==> src/hw/rtl/afap_pkg.sv <==
`timescale 1ns / 1ps
// Package for the arm / fire / abort panel sequencer.
// Types, action codes, register indexes and fixed tone constants; no dependencies.
package afap_pkg;

  localparam int TIME_W    = 32;
  localparam int MAX_RES   = 8;
  localparam int RES_IDX_W = $clog2(MAX_RES);
  localparam int RES_CNT_W = $clog2(MAX_RES + 1);
  localparam int CFG_IDX_W = 8;
  localparam int CFG_DAT_W = 32;

  // result actions
  localparam logic [2:0] ACT_ARM     = 3'd0;
  localparam logic [2:0] ACT_STOP    = 3'd1;
  localparam logic [2:0] ACT_FIRE    = 3'd2;
  localparam logic [2:0] ACT_ABORT   = 3'd3;
  localparam logic [2:0] ACT_BEEP    = 3'd4;
  localparam logic [2:0] ACT_SILENCE = 3'd5;

  // configuration register indexes
  localparam logic [CFG_IDX_W-1:0] REG_ABORT_REPEAT  = 8'd0;
  localparam logic [CFG_IDX_W-1:0] REG_AUTO_DISARM   = 8'd1;
  localparam logic [CFG_IDX_W-1:0] REG_BEEP_INTERVAL = 8'd2;
  localparam logic [CFG_IDX_W-1:0] REG_BEEP_LENGTH   = 8'd3;

  // register reset values
  localparam logic [15:0] ABORT_REPEAT_RST  = 16'd500;
  localparam logic [19:0] AUTO_DISARM_RST   = 20'd30000;
  localparam logic [15:0] BEEP_INTERVAL_RST = 16'd1000;
  localparam logic [15:0] BEEP_LENGTH_RST   = 16'd100;

  // fixed tones
  localparam logic [10:0] ARM_TONE_HZ  = 11'd1000;
  localparam logic [15:0] ARM_TONE_MS  = 16'd100;
  localparam logic [10:0] FIRE_TONE_HZ = 11'd2000;
  localparam logic [15:0] FIRE_TONE_MS = 16'd30;
  localparam logic [10:0] REM_TONE_HZ  = 11'd1000;
  localparam int          FIRE_BEEPS   = 3;

  typedef struct packed {
    logic [2:0]  action;
    logic [10:0] tone_hz;
    logic [15:0] tone_ms;
  } afap_res_t;

endpackage

==> src/hw/rtl/afap_in_if.sv <==
`timescale 1ns / 1ps
// Sample channel of the panel sequencer: valid/ready plus switch levels and timestamp.
// Depends on afap_pkg.
interface afap_in_if;
  import afap_pkg::*;

  logic              valid;
  logic              ready;
  logic              arm_level;
  logic              fire_level;
  logic              abort_level;
  logic [TIME_W-1:0] now_ms;

  modport source (output valid, arm_level, fire_level, abort_level, now_ms, input ready);
  modport sink   (input valid, arm_level, fire_level, abort_level, now_ms, output ready);
endinterface

==> src/hw/rtl/afap_out_if.sv <==
`timescale 1ns / 1ps
// Result channel of the panel sequencer: valid/ready plus action, tone and last flag.
// Depends on afap_pkg.
interface afap_out_if;
  import afap_pkg::*;

  logic        valid;
  logic        ready;
  logic [2:0]  action;
  logic [10:0] tone_hz;
  logic [15:0] tone_ms;
  logic        last;

  modport source (output valid, action, tone_hz, tone_ms, last, input ready);
  modport sink   (input valid, action, tone_hz, tone_ms, last, output ready);
endinterface

==> src/hw/rtl/afap_cfg_if.sv <==
`timescale 1ns / 1ps
// Configuration write channel: valid/ready plus register index and write data.
// Depends on afap_pkg.
interface afap_cfg_if;
  import afap_pkg::*;

  logic                 valid;
  logic                 ready;
  logic [CFG_IDX_W-1:0] index;
  logic [CFG_DAT_W-1:0] data;

  modport source (output valid, index, data, input ready);
  modport sink   (input valid, index, data, output ready);
endinterface

==> src/hw/rtl/arm_fire_abort_panel_sequencer.sv <==
`timescale 1ns / 1ps
// Arm / fire / abort panel sequencer. A sample is taken into an input register, then its
// edges are decoded combinationally, state updated and its 0..8 results written to a result list.
// The result list loads from the input register once the list is empty or its last entry is
// taken, and the result channel then offers the first result from the registered list.
// The input register can take a new sample while the previous list drains; the single result
// channel drains the list one entry per cycle while ready is high, at most 8 entries per sample.
// Reset (synchronous, rst_n low): registers to defaults, panel disarmed with abort released, lists empty.
module arm_fire_abort_panel_sequencer (
  input  logic            clk,
  input  logic            rst_n,
  afap_in_if.sink         in_ch,
  afap_out_if.source      out_ch,
  afap_cfg_if.sink        cfg_ch
);
  import afap_pkg::*;

  // configuration
  logic [15:0] abort_repeat_r;
  logic [19:0] auto_disarm_r;
  logic [15:0] beep_interval_r;
  logic [15:0] beep_length_r;

  // panel state
  logic              arm_prev_r, fire_prev_r, abort_prev_r, is_armed_r;
  logic [TIME_W-1:0] armed_since_r, last_beep_r, last_abort_r;
  logic              is_armed_nxt;
  logic [TIME_W-1:0] armed_since_nxt, last_beep_nxt, last_abort_nxt;

  // input register
  logic              in_vld_r;
  logic              in_arm_r, in_fire_r, in_abort_r;
  logic [TIME_W-1:0] in_now_r;

  // result list
  afap_res_t            list_r   [MAX_RES];
  afap_res_t            list_nxt [MAX_RES];
  logic [RES_CNT_W-1:0] out_cnt_r;
  logic [RES_CNT_W-1:0] cnt_nxt;
  logic [RES_IDX_W-1:0] out_idx_r;

  logic              take, take_last, load, in_take, is_last;
  logic              arm_rise, arm_fall, fire_rise;
  logic [TIME_W-1:0] el_abort, el_armed, el_beep;
  afap_res_t         cur;

  assign cfg_ch.ready = 1'b1;

  assign is_last   = ({1'b0, out_idx_r} + RES_CNT_W'(1)) == out_cnt_r;
  assign take      = out_ch.valid && out_ch.ready;
  assign take_last = take && is_last;
  assign load      = in_vld_r && ((out_cnt_r == '0) || take_last);
  assign in_ch.ready = !in_vld_r || load;
  assign in_take   = in_ch.valid && in_ch.ready;

  assign cur           = list_r[out_idx_r];
  assign out_ch.valid  = out_cnt_r != '0;
  assign out_ch.action = cur.action;
  assign out_ch.tone_hz = cur.tone_hz;
  assign out_ch.tone_ms = cur.tone_ms;
  assign out_ch.last   = is_last;

  assign arm_rise  = in_arm_r && !arm_prev_r && in_abort_r;
  assign arm_fall  = !in_arm_r && arm_prev_r;
  assign fire_rise = in_fire_r && !fire_prev_r;

  // decode one sample into its result list and next state
  always_comb begin
    for (int k = 0; k < MAX_RES; k++) begin
      list_nxt[k] = '0;
    end
    cnt_nxt         = '0;
    is_armed_nxt    = is_armed_r;
    armed_since_nxt = armed_since_r;
    last_beep_nxt   = last_beep_r;
    last_abort_nxt  = last_abort_r;

    if (arm_rise) begin
      list_nxt[cnt_nxt[RES_IDX_W-1:0]] = '{ACT_ARM, 11'd0, 16'd0};
      cnt_nxt = cnt_nxt + RES_CNT_W'(1);
      list_nxt[cnt_nxt[RES_IDX_W-1:0]] = '{ACT_BEEP, ARM_TONE_HZ, ARM_TONE_MS};
      cnt_nxt = cnt_nxt + RES_CNT_W'(1);
      is_armed_nxt    = 1'b1;
      armed_since_nxt = in_now_r;
      last_beep_nxt   = in_now_r;
    end else if (arm_fall) begin
      list_nxt[cnt_nxt[RES_IDX_W-1:0]] = '{ACT_STOP, 11'd0, 16'd0};
      cnt_nxt = cnt_nxt + RES_CNT_W'(1);
      list_nxt[cnt_nxt[RES_IDX_W-1:0]] = '{ACT_SILENCE, 11'd0, 16'd0};
      cnt_nxt = cnt_nxt + RES_CNT_W'(1);
      is_armed_nxt = 1'b0;
    end

    if (fire_rise && is_armed_nxt) begin
      list_nxt[cnt_nxt[RES_IDX_W-1:0]] = '{ACT_FIRE, 11'd0, 16'd0};
      cnt_nxt = cnt_nxt + RES_CNT_W'(1);
      for (int b = 0; b < FIRE_BEEPS; b++) begin
        list_nxt[cnt_nxt[RES_IDX_W-1:0]] = '{ACT_BEEP, FIRE_TONE_HZ, FIRE_TONE_MS};
        cnt_nxt = cnt_nxt + RES_CNT_W'(1);
      end
    end

    el_abort = in_now_r - last_abort_r;
    if (!in_abort_r) begin
      if (el_abort >= TIME_W'(abort_repeat_r)) begin
        list_nxt[cnt_nxt[RES_IDX_W-1:0]] = '{ACT_ABORT, 11'd0, 16'd0};
        cnt_nxt = cnt_nxt + RES_CNT_W'(1);
        last_abort_nxt = in_now_r;
      end
    end else if (!abort_prev_r) begin
      list_nxt[cnt_nxt[RES_IDX_W-1:0]] = '{ACT_STOP, 11'd0, 16'd0};
      cnt_nxt = cnt_nxt + RES_CNT_W'(1);
    end

    // arming in this sample restarts both timers at zero elapsed
    el_armed = in_now_r - armed_since_nxt;
    el_beep  = in_now_r - last_beep_nxt;
    if (is_armed_nxt) begin
      if (el_armed >= TIME_W'(auto_disarm_r)) begin
        list_nxt[cnt_nxt[RES_IDX_W-1:0]] = '{ACT_STOP, 11'd0, 16'd0};
        cnt_nxt = cnt_nxt + RES_CNT_W'(1);
        is_armed_nxt = 1'b0;
      end else if (el_beep >= TIME_W'(beep_interval_r)) begin
        list_nxt[cnt_nxt[RES_IDX_W-1:0]] = '{ACT_BEEP, REM_TONE_HZ, beep_length_r};
        cnt_nxt = cnt_nxt + RES_CNT_W'(1);
        last_beep_nxt = in_now_r;
      end
    end
  end

  // control and state
  always_ff @(posedge clk) begin
    if (!rst_n) begin
      abort_repeat_r  <= ABORT_REPEAT_RST;
      auto_disarm_r   <= AUTO_DISARM_RST;
      beep_interval_r <= BEEP_INTERVAL_RST;
      beep_length_r   <= BEEP_LENGTH_RST;
      arm_prev_r      <= 1'b0;
      fire_prev_r     <= 1'b0;
      abort_prev_r    <= 1'b1;
      is_armed_r      <= 1'b0;
      armed_since_r   <= '0;
      last_beep_r     <= '0;
      last_abort_r    <= '0;
      in_vld_r        <= 1'b0;
      out_cnt_r       <= '0;
      out_idx_r       <= '0;
    end else begin
      if (cfg_ch.valid) begin
        case (cfg_ch.index)
          REG_ABORT_REPEAT:  abort_repeat_r  <= cfg_ch.data[15:0];
          REG_AUTO_DISARM:   auto_disarm_r   <= cfg_ch.data[19:0];
          REG_BEEP_INTERVAL: beep_interval_r <= cfg_ch.data[15:0];
          REG_BEEP_LENGTH:   beep_length_r   <= cfg_ch.data[15:0];
          default: ;
        endcase
      end

      if (in_take) begin
        in_vld_r <= 1'b1;
      end else if (load) begin
        in_vld_r <= 1'b0;
      end

      if (load) begin
        arm_prev_r    <= in_arm_r;
        fire_prev_r   <= in_fire_r;
        abort_prev_r  <= in_abort_r;
        is_armed_r    <= is_armed_nxt;
        armed_since_r <= armed_since_nxt;
        last_beep_r   <= last_beep_nxt;
        last_abort_r  <= last_abort_nxt;
        out_cnt_r     <= cnt_nxt;
        out_idx_r     <= '0;
      end else if (take_last) begin
        out_cnt_r <= '0;
        out_idx_r <= '0;
      end else if (take) begin
        out_idx_r <= out_idx_r + RES_IDX_W'(1);
      end
    end
  end

  // payload
  always_ff @(posedge clk) begin
    if (in_take) begin
      in_arm_r   <= in_ch.arm_level;
      in_fire_r  <= in_ch.fire_level;
      in_abort_r <= in_ch.abort_level;
      in_now_r   <= in_ch.now_ms;
    end
    if (load) begin
      for (int k = 0; k < MAX_RES; k++) begin
        list_r[k] <= list_nxt[k];
      end
    end
  end

`ifndef ASSERT_OFF
  // the read pointer never runs past the loaded list
  a_idx_in_list: assert property (@(posedge clk) disable iff (!rst_n)
    out_ch.valid |-> ({1'b0, out_idx_r} < out_cnt_r))
    else $error("result index beyond list length");

  // a finished list restarts at its first entry
  a_restart: assert property (@(posedge clk) disable iff (!rst_n)
    (take && out_ch.last) |=> (out_idx_r == '0))
    else $error("result index not rewound after last transaction");

  // fire is always followed by its beeps within the same sample
  a_fire_not_last: assert property (@(posedge clk) disable iff (!rst_n)
    (out_ch.valid && out_ch.action == ACT_FIRE) |-> !out_ch.last)
    else $error("fire result marked last");

  // a stalled input side means a sample waits in the input register
  a_stall_held: assert property (@(posedge clk) disable iff (!rst_n)
    !in_ch.ready |-> (in_vld_r && out_ch.valid))
    else $error("input stalled without pending work");
`endif

endmodule

==> src/flat_wrapper.sv <==
// flat-port wrapper written by rule: the top's interface ports become plain ports
module arm_fire_abort_panel_sequencer_flat import afap_pkg::*;
  (clk, rst_n, in_ch_valid, in_ch_arm_level, in_ch_fire_level, in_ch_abort_level, in_ch_now_ms, in_ch_ready, out_ch_valid, out_ch_action, out_ch_tone_hz, out_ch_tone_ms, out_ch_last, out_ch_ready, cfg_ch_valid, cfg_ch_index, cfg_ch_data, cfg_ch_ready);
  afap_in_if in_ch_i ();
  afap_out_if out_ch_i ();
  afap_cfg_if cfg_ch_i ();
  input  logic clk;
  input  logic rst_n;
  input wire logic [$bits(in_ch_i.valid)-1:0] in_ch_valid;
  input wire logic [$bits(in_ch_i.arm_level)-1:0] in_ch_arm_level;
  input wire logic [$bits(in_ch_i.fire_level)-1:0] in_ch_fire_level;
  input wire logic [$bits(in_ch_i.abort_level)-1:0] in_ch_abort_level;
  input wire logic [$bits(in_ch_i.now_ms)-1:0] in_ch_now_ms;
  output wire logic [$bits(in_ch_i.ready)-1:0] in_ch_ready;
  output wire logic [$bits(out_ch_i.valid)-1:0] out_ch_valid;
  output wire logic [$bits(out_ch_i.action)-1:0] out_ch_action;
  output wire logic [$bits(out_ch_i.tone_hz)-1:0] out_ch_tone_hz;
  output wire logic [$bits(out_ch_i.tone_ms)-1:0] out_ch_tone_ms;
  output wire logic [$bits(out_ch_i.last)-1:0] out_ch_last;
  input wire logic [$bits(out_ch_i.ready)-1:0] out_ch_ready;
  input wire logic [$bits(cfg_ch_i.valid)-1:0] cfg_ch_valid;
  input wire logic [$bits(cfg_ch_i.index)-1:0] cfg_ch_index;
  input wire logic [$bits(cfg_ch_i.data)-1:0] cfg_ch_data;
  output wire logic [$bits(cfg_ch_i.ready)-1:0] cfg_ch_ready;
  assign in_ch_i.valid = in_ch_valid;
  assign in_ch_i.arm_level = in_ch_arm_level;
  assign in_ch_i.fire_level = in_ch_fire_level;
  assign in_ch_i.abort_level = in_ch_abort_level;
  assign in_ch_i.now_ms = in_ch_now_ms;
  assign in_ch_ready = in_ch_i.ready;
  assign out_ch_valid = out_ch_i.valid;
  assign out_ch_action = out_ch_i.action;
  assign out_ch_tone_hz = out_ch_i.tone_hz;
  assign out_ch_tone_ms = out_ch_i.tone_ms;
  assign out_ch_last = out_ch_i.last;
  assign out_ch_i.ready = out_ch_ready;
  assign cfg_ch_i.valid = cfg_ch_valid;
  assign cfg_ch_i.index = cfg_ch_index;
  assign cfg_ch_i.data = cfg_ch_data;
  assign cfg_ch_ready = cfg_ch_i.ready;
  arm_fire_abort_panel_sequencer u_core (.clk(clk), .rst_n(rst_n), .in_ch(in_ch_i), .out_ch(out_ch_i), .cfg_ch(cfg_ch_i));
endmodule
==> config.mk <==
export PLATFORM = sky130hd
export DESIGN_NAME = arm_fire_abort_panel_sequencer_flat
export DESIGN_NICKNAME = d
export VERILOG_FILES = /design/src/hw/rtl/afap_pkg.sv /design/src/hw/rtl/afap_in_if.sv /design/src/hw/rtl/afap_out_if.sv /design/src/hw/rtl/afap_cfg_if.sv /design/src/hw/rtl/arm_fire_abort_panel_sequencer.sv /design/src/flat_wrapper.sv
export SDC_FILE = /design/constraint.sdc
export NUM_CORES = 1
export LEC_CHECK = 0
export BUFFER_PORTS_ARGS = -buffer_cell sky130_fd_sc_hd__buf_4
export CAP_MARGIN = 0
export CORE_MARGIN = 3
export CORE_UTILIZATION = 50
export DETAILED_ROUTE_END_ITERATION = 10
export GPL_TIMING_DRIVEN = 1
export PLACE_DENSITY = 0.64
export SLEW_MARGIN = 20
export SYNTH_ARGS = -nofsm -noshare
export SYNTH_HDL_FRONTEND = slang
export SYNTH_SLANG_ARGS = --single-unit
==> constraint.sdc <==
create_clock -name clk -period 11.5 [get_ports clk]
set_clock_uncertainty 0.15 [all_clocks]
set_input_delay 1.15 -clock clk [delete_from_list [all_inputs] [get_ports clk]]
set_output_delay 1.15 -clock clk [all_outputs]
set_load 0.005 [all_outputs]
Word-level counts from Yosys, hierarchy flattened
Memories as Yosys holds them, arrays and structs flattened. A register that Yosys moved wholly into a read port is not among the register bits.
Index checks and enable logic that the tools add are counted.
Operators by class
  eq/ne operators: 4
  magnitude comparators: 15
  mux-type cells: 48
  add/sub/neg operators: 11
  reductions and logical operators: 32
  bitwise operators: 29
Operator list (number)
  $mux W240: 7
  $and A232 B232 Y232: 3
  $not A232 Y232: 3
  $demux W30 S3: 6
  $and A152 B152 Y152: 3
  $not A152 Y152: 3
  $or A88 B88 Y88: 3
  $bwmux W240: 1
  $and A224 B224 Y224: 1
  $not A224 Y224: 1
  $mux W30: 6
  $mux W32: 5
  $sub A32 B32 Y32: 3
  $ge A32 B16 Y1: 2
  $mux W60: 1
  $mux W58: 1
  $mux W4: 10
  $ge A32 B20 Y1: 1
  $add A4 B1 Y4 const B: 6
  $ge A4 B4 Y1 const B: 6
  $lt A4 B1 Y1 const B: 6
  $not A3 Y4: 6
  $or A8 B8 Y8: 3
  $eq A8 B2 Y1 const B: 2
  other kinds (19): 50
Storage, ports and cells
  memory bits (writable): 240
  flip-flop bits (word level): 211
  logic and storage cells: 158
  bits of input ports: 80
  memories: 1
  output and inout port bits: 34
Memories
  u_core.list_r: depth 8, bits a word 30, read ports 1, clocked after Yosys merged registers in 1, wr ports 8, line arm_fire_abort_panel_sequencer.sv:36  | afap_res_t list_r [MAX_RES];

Logic depth before layout (Yosys ltp)
Gate-level depths: netlist of the first run.
  depth after elaboration: 22
  depth in mapped cells: 33
  mapped depth without buffers: 27

Worst setup path before layout of the first run
No wires, ideal clock.
  kind: input-to-reg
  start: input port out_ch_ready
  end: memory u_core.list_r[0][0] in the netlist's numbering (enable)
  stages: 5
  slack: 4.691 ns
  required time: 10.764 ns
  buffers on the path: 1
  library setup time: 0.586 ns
  data arrival time: 6.073 ns
  path through: nand3_1 nand2_1 nand2_1 clkinv_1 clkbuf_1
RTL lines
  from (decl): line flat_wrapper.sv:20  | input wire logic [$bits(out_ch_i.ready)-1:0] out_ch_ready;
  to (decl): line arm_fire_abort_panel_sequencer.sv:36

==> results.cfg, run 1 <==
[sta]
fmax_ghz = 0.118
setup_viol = 0
fin_setup_tns_ns = 0
tightestPinTransition_ns = 1.16
maxSlewHeadroom_pct = 22.5
rsz0062_at_grt = false
maxSlewViolCount = 0
hold_violations = 0
fin_ws_ns = 3.05
fin_crit_sh_pct = 73.4
min_period_ns = 8.45

[place]
dpl.hpwl_mm = 44.9
dp_cells = 3011
pre_cts_ws_ns = 3.13
portBuffers = 97
place_congestion = 0.882

[final_layout]
synthToLayoutAreaGrowth_pct = 10.9
fin_cells = 3093
fin_util_pct = 56.3
diodes = 0
drive_gt1_share_pct = 11.7
final_nets = 2687
layout_common_cells = nand2_1, edfxtp_1, a21oi_1
final_common_cell = nand2_1

[power_and_ir_drop]
pwr-share-clk_pct = 36.8
p_sw_share_pct = 30.1
max-vdd-ir-drop_mv = 0.0992
combPwrFrac_pct = 22.1
power_switching_w = 0.00111
p_per_area_nw_per_um2 = 144
sequentialPowerShare_pct = 41.1
total_power_w = 0.00369
p_leak_nw = 9.78
internal_power_w = 0.00258

[synth]
async_reset_ff_share_pct = 0
ys_warn_count = 0
synth_area_leader_cell = edfxtp_1
syn_inst = 2428
synth_edf_count = 194
syn_avg_cell_area_um2 = 9.54
syn_area_um2 = 23200
synth_area_leaders = edfxtp_1, dfxtp_1, ha_1
synth_cell_types = 91
ys.flop_type = edfxtp_1
ys_ff_latch = 373
synth-seq-area-share_pct = 40.6
yosysTopAreaCellShare_pct = 25.2

[clock_network]
clkTransAtPathRegs_ns = 0.06
cts_sinks = 373
ctsHoldBuffers = 0
post_cts_buffers = 0
h-tree-depth = 2
clock_path_buffers = 3
cts_resized = 0
clk_latency_ns = 0.60
cts_buffers = 43
root_buffer = clkbuf_16
cts_tree = done

[die]
chipHeight_um = 221
core-area_um2 = 45600
die_w_um = 221
io_pins = 114
dieArea_um2 = 48900
start_util_pct = 50.8
rows = 78

[route]
routed_wire_length_per_instance_um = 20.1
vias = 18300
vias_per_cell = 5.92
drt-initial-drc-count = 1173
drc = 0
wirelength_mm = 62.3
ant_nets = 0
drt-pass1-iter-count = 5

[global_routing]
grt_overflow = 0
grt_max_degree = 164
grt_pass1_vias = 18000
grt_pass1_wl_mm = 99.0
grt_antenna_before_repair = 0
grtUsageTotal_pct = 25.0

[worst_setup_path]
cp.arrival_ns = 8.74
crit_path_end_kind = register
critical_path_class = register to register
r2r_slack_ns = 3.05
critPathLaunchType = register
critPathRequiredTime_ns = 11.80
cp_max_fo = 42

[job]
drv_cap = 0

[hold_path]
hold_class = register to register

[status]
outcome = finished clean
worst max-delay path: stages, from the launching register on:
cell	delay, ns
edfxtp_1	0.62
and3b_1	0.22
buf_4	0.43
nand2_1	0.14
nand2_1	0.11
ha_1	0.20
inv_1	0.06
fa_1	0.43
a211oi_1	0.37
o211ai_1	0.26
a32oi_1	0.40
nand2_1	0.21
a21o_1	0.21
a21oi_1	0.17
xnor2_1	0.11
ha_1	0.19
a21oi_1	0.12
nor2b_1	0.05
o21ai_0	0.42
o2111ai_1	0.16
or4_1	0.46
nor3_1	0.20
nand4_1	0.20
nor3_4	0.68
nand3_4	0.45
nor2_1	1.01
and2_1	0.24
metal layers:
| metal | vias to the layer above | global-route usage (%) | wire (um) |
|---|---|---|---|
| li1 | 8896 | - | - |
| met1 | 8899 | 31.9 | 27000 |
| met2 | 407 | 43.9 | 30700 |
| met3 | 112 | 2.83 | 2450 |
| met4 | 0 | 9.24 | 2170 |
| met5 | - | 0 | 0 |
synth_stat cells (30+ instances only):
| master | n |
|---|---|
| edfxtp_1 | 194 |
| o211ai_1 | 42 |
| clkbuf_1 | 79 |
| a21o_1 | 52 |
| nand3_1 | 40 |
| and2_1 | 115 |
| nand2_1 | 329 |
| mux2i_1 | 75 |
| nand4_1 | 36 |
| xnor2_1 | 40 |
| nor2_1 | 88 |
| a21boi_0 | 57 |
| o211a_1 | 33 |
| inv_1 | 123 |
| o21ai_0 | 73 |
| a21oi_1 | 180 |
| nor2b_1 | 55 |
| nor3_1 | 42 |
| and3_1 | 30 |
| dfxtp_1 | 179 |
| ha_1 | 146 |
| buf_2 | 30 |
| mux4_2 | 36 |
power groups by stage:
| stage | Clock (W) | Combinational (W) | Sequential, W |
|---|---|---|---|
| after floorplan | 0 | 0.000594 | 0.00153 |
| after global placement | 0 | 0.000796 | 0.00154 |
| after detailed placement | 0 | 0.000810 | 0.00155 |
| after CTS | 0.00139 | 0.000813 | 0.00152 |
| after global routing | 0.00144 | 0.000908 | 0.00152 |
| final | 0.00136 | 0.000817 | 0.00152 |
sequential cells by signal (all words and copies together) (netlist names), 3 cells and up, named ones only:
name,count
u_core.abort_repeat_r,16
u_core.armed_since_r,32
u_core.auto_disarm_r,20
u_core.beep_interval_r,16
u_core.beep_length_r,16
u_core.in_now_r,32
u_core.last_abort_r,32
u_core.last_beep_r,32
u_core.list_r,159
u_core.out_cnt_r,4
u_core.out_idx_r,3
per-stage QoR:
stage          area (um2)  hold slack [ns]
2_1_floorplan       23200            0.285
3_3_place_gp        24200            0.292
3_5_place_dp        24200            0.299
4_1_cts             25600            0.307
5_1_grt             25700            0.323
6_report            25700            0.307
area by class of cell:
type                    count  area [um2]
repair buffers            114         883
clock buffers              57        1180
inverters                 124         473
clock inverters            23         241
multi-input cells        1802       12700
fillers                  4055       19900
well taps                 600         751
flip-flops and latches    373        9410
final timing paths:
path	cells past startpoint	end	startpoint
hold reg to reg	2	u_core.last_beep_r[12]	u_core.last_beep_r[12]
setup reg to reg	26	u_core.list_r[4][7]	u_core.in_abort_r
hold / removal	2	u_core.last_beep_r[12]	u_core.last_beep_r[12]
setup / recovery	26	u_core.list_r[4][7]	u_core.in_abort_r
kinds of logic after synthesis:
family / count (synthesis) / synth area share [%]
AO/OA/AOI/OAI: 613 / 17.9
buffers and inverters: 256 / 4.61
adder cells (fa/ha/maj): 149 / 8.15
flip-flops: 373 / 40.6
AND/OR/NAND/NOR: 836 / 18.4
multiplexers: 134 / 7.86
XOR/XNOR: 65 / 2.46
other: 2 / 0.0324
(Power assumes the default switching activity.)
==> run 2, diff against run 1 <==
- clock period: 11.5 -> 8.7 ns (I/O delays scaled with it)
==> run 2 against run 1 <==
  * Cell count grew 0.23%
  * Global-route usage down 0.16 points
  * Die area unchanged
  * First-iteration DRC count rose by 9.8%
  * Via count decreased by 1.0%
  * Register-to-register slack got worse by 1.8 ns
  * Count of clock-buffer cells in the layout decreased by 2
  * Critical path type unchanged
  * Critical endpoint is now u_core.last_beep_r[13]
  * Largest cell class unchanged
  * Highest routed layer unchanged
==> results.cfg, run 2 (synthesis gave the netlist of run 1 again) <==
[power_and_ir_drop]
total_power_w = 0.00488
max-vdd-ir-drop_mv = 0.140
p_per_area_nw_per_um2 = 190
p_leak_nw = 9.81

[sta]
rsz0062_at_grt = false
hold_violations = 0
fin_crit_sh_pct = 85.9
maxSlewHeadroom_pct = 26.7
min_period_ns = 7.48
fin_setup_tns_ns = 0
maxSlewViolCount = 0
setup_viol = 0
fmax_ghz = 0.134
tightestPinTransition_ns = 1.10
hold_ws_ns = 0.305

[worst_setup_path]
path_cells = nand3b_1 -> buf_12 -> a21oi_1 -> fa_1 -> a211oi_1 -> o211ai_1 -> a32oi_1 -> nand2_1 -> a21o_1 -> a21oi_1 -> xnor2_1 -> ha_1 -> a21oi_1 -> nor2b_1 -> o21ai_0 -> o2111ai_1 -> or4_1 -> nor3_1 -> nand4_1 -> nor3_4 -> nand3_1 -> a21oi_4 -> buf_4 -> mux2i_1
cp_max_fo = 37
cp.arrival_ns = 7.83
crit_path_end_kind = register
critPathRequiredTime_ns = 9.05
critPathMaxStageDelay_ns = 0.53
critical_path_class = register to register
critPathLaunchType = register
crit_top_cell = a21oi_1
slowest_stage = buf_4

[route]
wirelength_mm = 61.7
routed_wire_length_per_instance_um = 19.9
vias = 18100
vias_per_cell = 5.85
drc = 0
drt-pass1-iter-count = 5
drt-initial-drc-count = 1288
ant_nets = 0

[clock_network]
cts_sinks = 373
ctsHoldBuffers = 0
clock_path_buffers = 3
cts_tree = done
clk_latency_ns = 0.59
post_cts_buffers = 0
root_buffer = clkbuf_16
h-tree-depth = 2
clkTransAtPathRegs_ns = 0.06
cts_buffers = 42
cts_resized = 0

[global_routing]
grtUsageTotal_pct = 24.9
grt_max_degree = 160
grt_antenna_before_repair = 0
grt_pass1_wl_mm = 98.6
grt_pass1_vias = 17900
grt_overflow = 0

[final_layout]
drive_gt1_share_pct = 11.9
regMostFlops = u_core.list_r
final_common_cell = nand2_1
regArea_um2 = 9410
fillers = 4027
final_nets = 2695
synthToLayoutAreaGrowth_pct = 11.0
multiInputGateArea_um2 = 12700
layout_common_cells = nand2_1, edfxtp_1, a21oi_1
largest_reg_flops = 159
diodes = 0
fin_util_pct = 56.4

[die]
dieArea_um2 = 48900
die_w_um = 221
rows = 78
start_util_pct = 50.8
io_pins = 114
core-area_um2 = 45600
chipHeight_um = 221

[place]
portBuffers = 97
dpl.hpwl_mm = 44.8
place_congestion = 0.906

[hold_path]
hold_class = register to register

[status]
outcome = finished clean

[job]
drv_cap = 0
==> run 2: changes by cell type in the layout (fill, tap and decap cells not counted), sizes merged <==
cell      change
buf           +9
bufinv        +1
clkbuf        -2
clkinv        -2
clkinvlp      +2
inv           -1
==> run 2: final cells by class <==
type                            count  share of cell area, %
Clock inverter                     23                  0.954
Multi-Input combinational cell   1802                   49.5
Inverter                          124                   1.84
Tap cell                          600                   2.92
Clock buffer                       55                   4.51
Timing Repair Buffer              123                   3.65
Sequential cell                   373                   36.6
==> run 2: worst paths after layout <==
check                    startpoint                endpoint  slack, ns  cells after the start
max reg2reg         u_core.in_arm_r  u_core.last_beep_r[13]       1.22                     24
min          u_core.last_beep_r[10]  u_core.last_beep_r[10]       0.30                      2
max                 u_core.in_arm_r  u_core.last_beep_r[13]       1.22                     24
min reg2reg  u_core.last_beep_r[10]  u_core.last_beep_r[10]       0.30                      2
==> run 2: worst max-delay path, delay by kind of cell (launching register included) <==
family                     cells  cell delay, ns
AOI/OAI and AO/OA             10            2.59
and+or+nand+nor                8            2.24
buffers and inverters          2            0.80
adders and majority gates      2            0.66
DFF                            1            0.52
muxes                          1            0.26
xor gates and xnor gates       1            0.11
==> run 2: power by group <==
group          total, W  internal (W)  leakage [nW]  switching [W]
Sequential      0.00200       0.00195          3.25      0.0000562
Clock           0.00180       0.00104         0.690       0.000754
Combinational   0.00108      0.000438          5.87       0.000643
Total           0.00488       0.00343          9.81        0.00145
==> run 2: metrics by stage <==
step / cells / instance area, um2 / setup slack, ns
after global placement: 3022 / 24300 / 1.34
final: 3100 / 25700 / 1.22
after floorplan: 2431 / 23200 / 1.92
after global routing: 3100 / 25700 / 0.750
after CTS: 3100 / 25700 / 1.22
after detailed placement: 3022 / 24300 / 1.24
==> run 2: metal layers <==
| metal | wire length (um) | global-route usage [%] | part of all wire, % | vias to the layer above |
|---|---|---|---|---|
| met4 | 2020 | 8.48 | 3.3 | 0 |
| met3 | 2380 | 2.95 | 3.9 | 109 |
| li1 | - | - | - | 8928 |
| met1 | 26900 | 32.3 | 44 | 8729 |
| met5 | 0 | 0 | 0 | - |
| met2 | 30400 | 43.1 | 49 | 358 |
==> run 3, diff against run 2 <==
- CORE_ASPECT_RATIO: unset -> 1.75
- CTS_CLUSTER_SIZE: unset -> 24
==> run 3 against run 2 <==
  * Sequential share of layout area hardly changed
  * First-iteration DRC count is 1.0% higher
  * Worst setup slack got worse by 0.074 ns
  * Non-clock buffer count is 7 higher
  * Critical path depth fell by 1
  * Via count rose by 2.3%
  * Core utilization up 0.071 points
  * Global-route usage is 1.9 points higher
==> results.cfg, run 3 (synthesis gave the netlist of run 1 again) <==
[worst_setup_path]
critPathMaxStageDelay_ns = 0.76
cp.arrival_ns = 7.70
r2r_slack_ns = 1.15
path_cells = nand3b_1 -> buf_4 -> a21oi_1 -> ha_1 -> nand2_1 -> or3_1 -> nor3_1 -> or2_1 -> a21oi_1 -> xnor2_1 -> ha_1 -> nand3_1 -> nand2_1 -> a22o_1 -> or4_1 -> nor3_1 -> nand4_1 -> nor4_1 -> nand4_1 -> nand2_2 -> nor4_4 -> buf_4 -> or2_2
critical_path_class = register to register
critPathRequiredTime_ns = 8.85
slowest_stage = edfxtp_1
crit_buf_inv = 2
crit_path_end_kind = register
cp-startpoint = u_core.in_abort_r
cp_top_family = simple AND/OR/NAND/NOR gates
critPathLaunchType = register
worstRegToRegCells = 23
cp_max_fo = 17
r2r_start = u_core.in_abort_r
reg2reg_to = u_core.list_r[1][21]

[sta]
fmax_ghz = 0.132
tightestPinTransition_ns = 0.990
hold_violations = 0
fin_setup_tns_ns = 0
maxSlewViolCount = 0
rsz0062_at_grt = false
maxSlewHeadroom_pct = 34.0
setup_viol = 0
fin_crit_sh_pct = 86.8
min_period_ns = 7.55
fin_ws_ns = 1.15

[route]
drc = 0
drt-initial-drc-count = 1301
routed_wire_length_per_instance_um = 21.7
ant_nets = 0
vias = 18500
drt-pass1-iter-count = 5
wirelength_mm = 66.7
vias_per_cell = 6.03

[final_layout]
fillers = 4066
layout_common_cells = nand2_1, edfxtp_1, a21oi_1
regArea_um2 = 9410
regMostFlops = u_core.list_r
largest_reg_flops = 159
multiInputGateArea_um2 = 12700
synthToLayoutAreaGrowth_pct = 11.0
drive_gt1_share_pct = 11.8
final_common_cell = nand2_1
final_nets = 2697

[global_routing]
grt_overflow = 0
grtUsageTotal_pct = 26.8
grt_pass1_wl_mm = 104
grt_antenna_before_repair = 1
grt_max_degree = 156
grt_pass1_vias = 18800

[die]
start_util_pct = 50.9
die_w_um = 169
core-area_um2 = 45500
dieArea_um2 = 49000
rows = 103
io_pins = 114
chipHeight_um = 291

[power_and_ir_drop]
internal_power_w = 0.00347
max-vdd-ir-drop_mv = 0.186
sequentialPowerShare_pct = 40.8
p_per_area_nw_per_um2 = 191
total_power_w = 0.00491
combPwrFrac_pct = 22.5
p_leak_nw = 9.81
power_switching_w = 0.00144
p_sw_share_pct = 29.4
pwr-share-clk_pct = 36.7

[place]
dpl.hpwl_mm = 49.8
pre_cts_ws_ns = 1.17
place_congestion = 1.00
portBuffers = 97

[clock_network]
root_buffer = clkbuf_16
ctsHoldBuffers = 0
h-tree-depth = 2
clk_latency_ns = 0.56
cts_buffers = 37
cts_sinks = 373
post_cts_buffers = 0
cts_tree = done
clock_path_buffers = 3
cts_resized = 0
clkTransAtPathRegs_ns = 0.07

[job]
drv_cap = 0

[hold_path]
holdPathStages = 2
min_from = u_core.last_beep_r[15]
min_to = u_core.last_beep_r[15]
hold_class = register to register

[status]
outcome = finished clean
## run 3: changes by cell type in the layout (fill, tap and decap cells not counted), moves of 3 or more
| cell | previous run | this run |
|---|---|---|
| clkinv_2 | 9 | 3 |
| bufinv_16 | 3 | 8 |
| clkbuf_16 | 42 | 38 |
| clkbuf_8 | 6 | 3 |
| buf_4 | 121 | 128 |
## run 3: power by group through the flow
stage | clock network (W) | logic, W | registers [W]
global route | 0.00191 | 0.00122 | 0.00201
global placement | 0 | 0.00108 | 0.00203
detailed placement | 0 | 0.00110 | 0.00204
CTS | 0.00184 | 0.00110 | 0.00200
floorplan | 0 | 0.000786 | 0.00203
finish | 0.00180 | 0.00110 | 0.00200
## run 3: worst reg2reg max path, stage by stage (launching register included)
cell and delay, ns:
edfxtp_1 0.76, nand3b_1 0.67, buf_4 0.43, a21oi_1 0.17
ha_1 0.22, nand2_1 0.13, or3_1 0.35, nor3_1 0.63
or2_1 0.32, a21oi_1 0.12, xnor2_1 0.16, ha_1 0.29
nand3_1 0.09, nand2_1 0.09, a22o_1 0.18, or4_1 0.46
nor3_1 0.19, nand4_1 0.11, nor4_1 0.39, nand4_1 0.39
nand2_2 0.35, nor4_4 0.07, buf_4 0.24, or2_2 0.32
## run 3: worst max-delay path by stage
stage               depth (start not counted)              endpoint
CTS                                        23  u_core.list_r[1][21]
floorplan                                   9   u_core.list_r[0][0]
global placement                           23   u_core.list_r[1][2]
global route                               23  u_core.list_r[1][21]
finish                                     23  u_core.list_r[1][21]
detailed placement                         23  u_core.list_r[1][21]
## run 3: layer usage
metal  routed length [um]  track usage [%]  share of wire, %
met5                    0                0                 0
met4                 3740             13.4               5.6
met3                 2330             2.50               3.5
met2                36400             51.9                55
met1                24200             28.2                36
## run 3: metrics by stage
step	instances	instance area [um2]	util (%)	hold slack, ns
finish	3075	25700	56.5	0.312
global route	3075	25700	56.5	0.319
CTS	3074	25700	56.5	0.306
detailed placement	3006	24300	53.5	0.300
global placement	3006	24300	53.5	0.293
floorplan	2431	23200	-	0.285
## run 3: final cells by class
class / count / area share, %
Antenna cell: 1 / 0.00974
Clock buffer: 49 / 3.98
Clock inverter: 19 / 1.32
Inverter: 124 / 1.84
Multi-Input combinational cell: 1802 / 49.6
Sequential cell: 373 / 36.6
Tap cell: 577 / 2.81
Timing Repair Buffer: 130 / 3.86
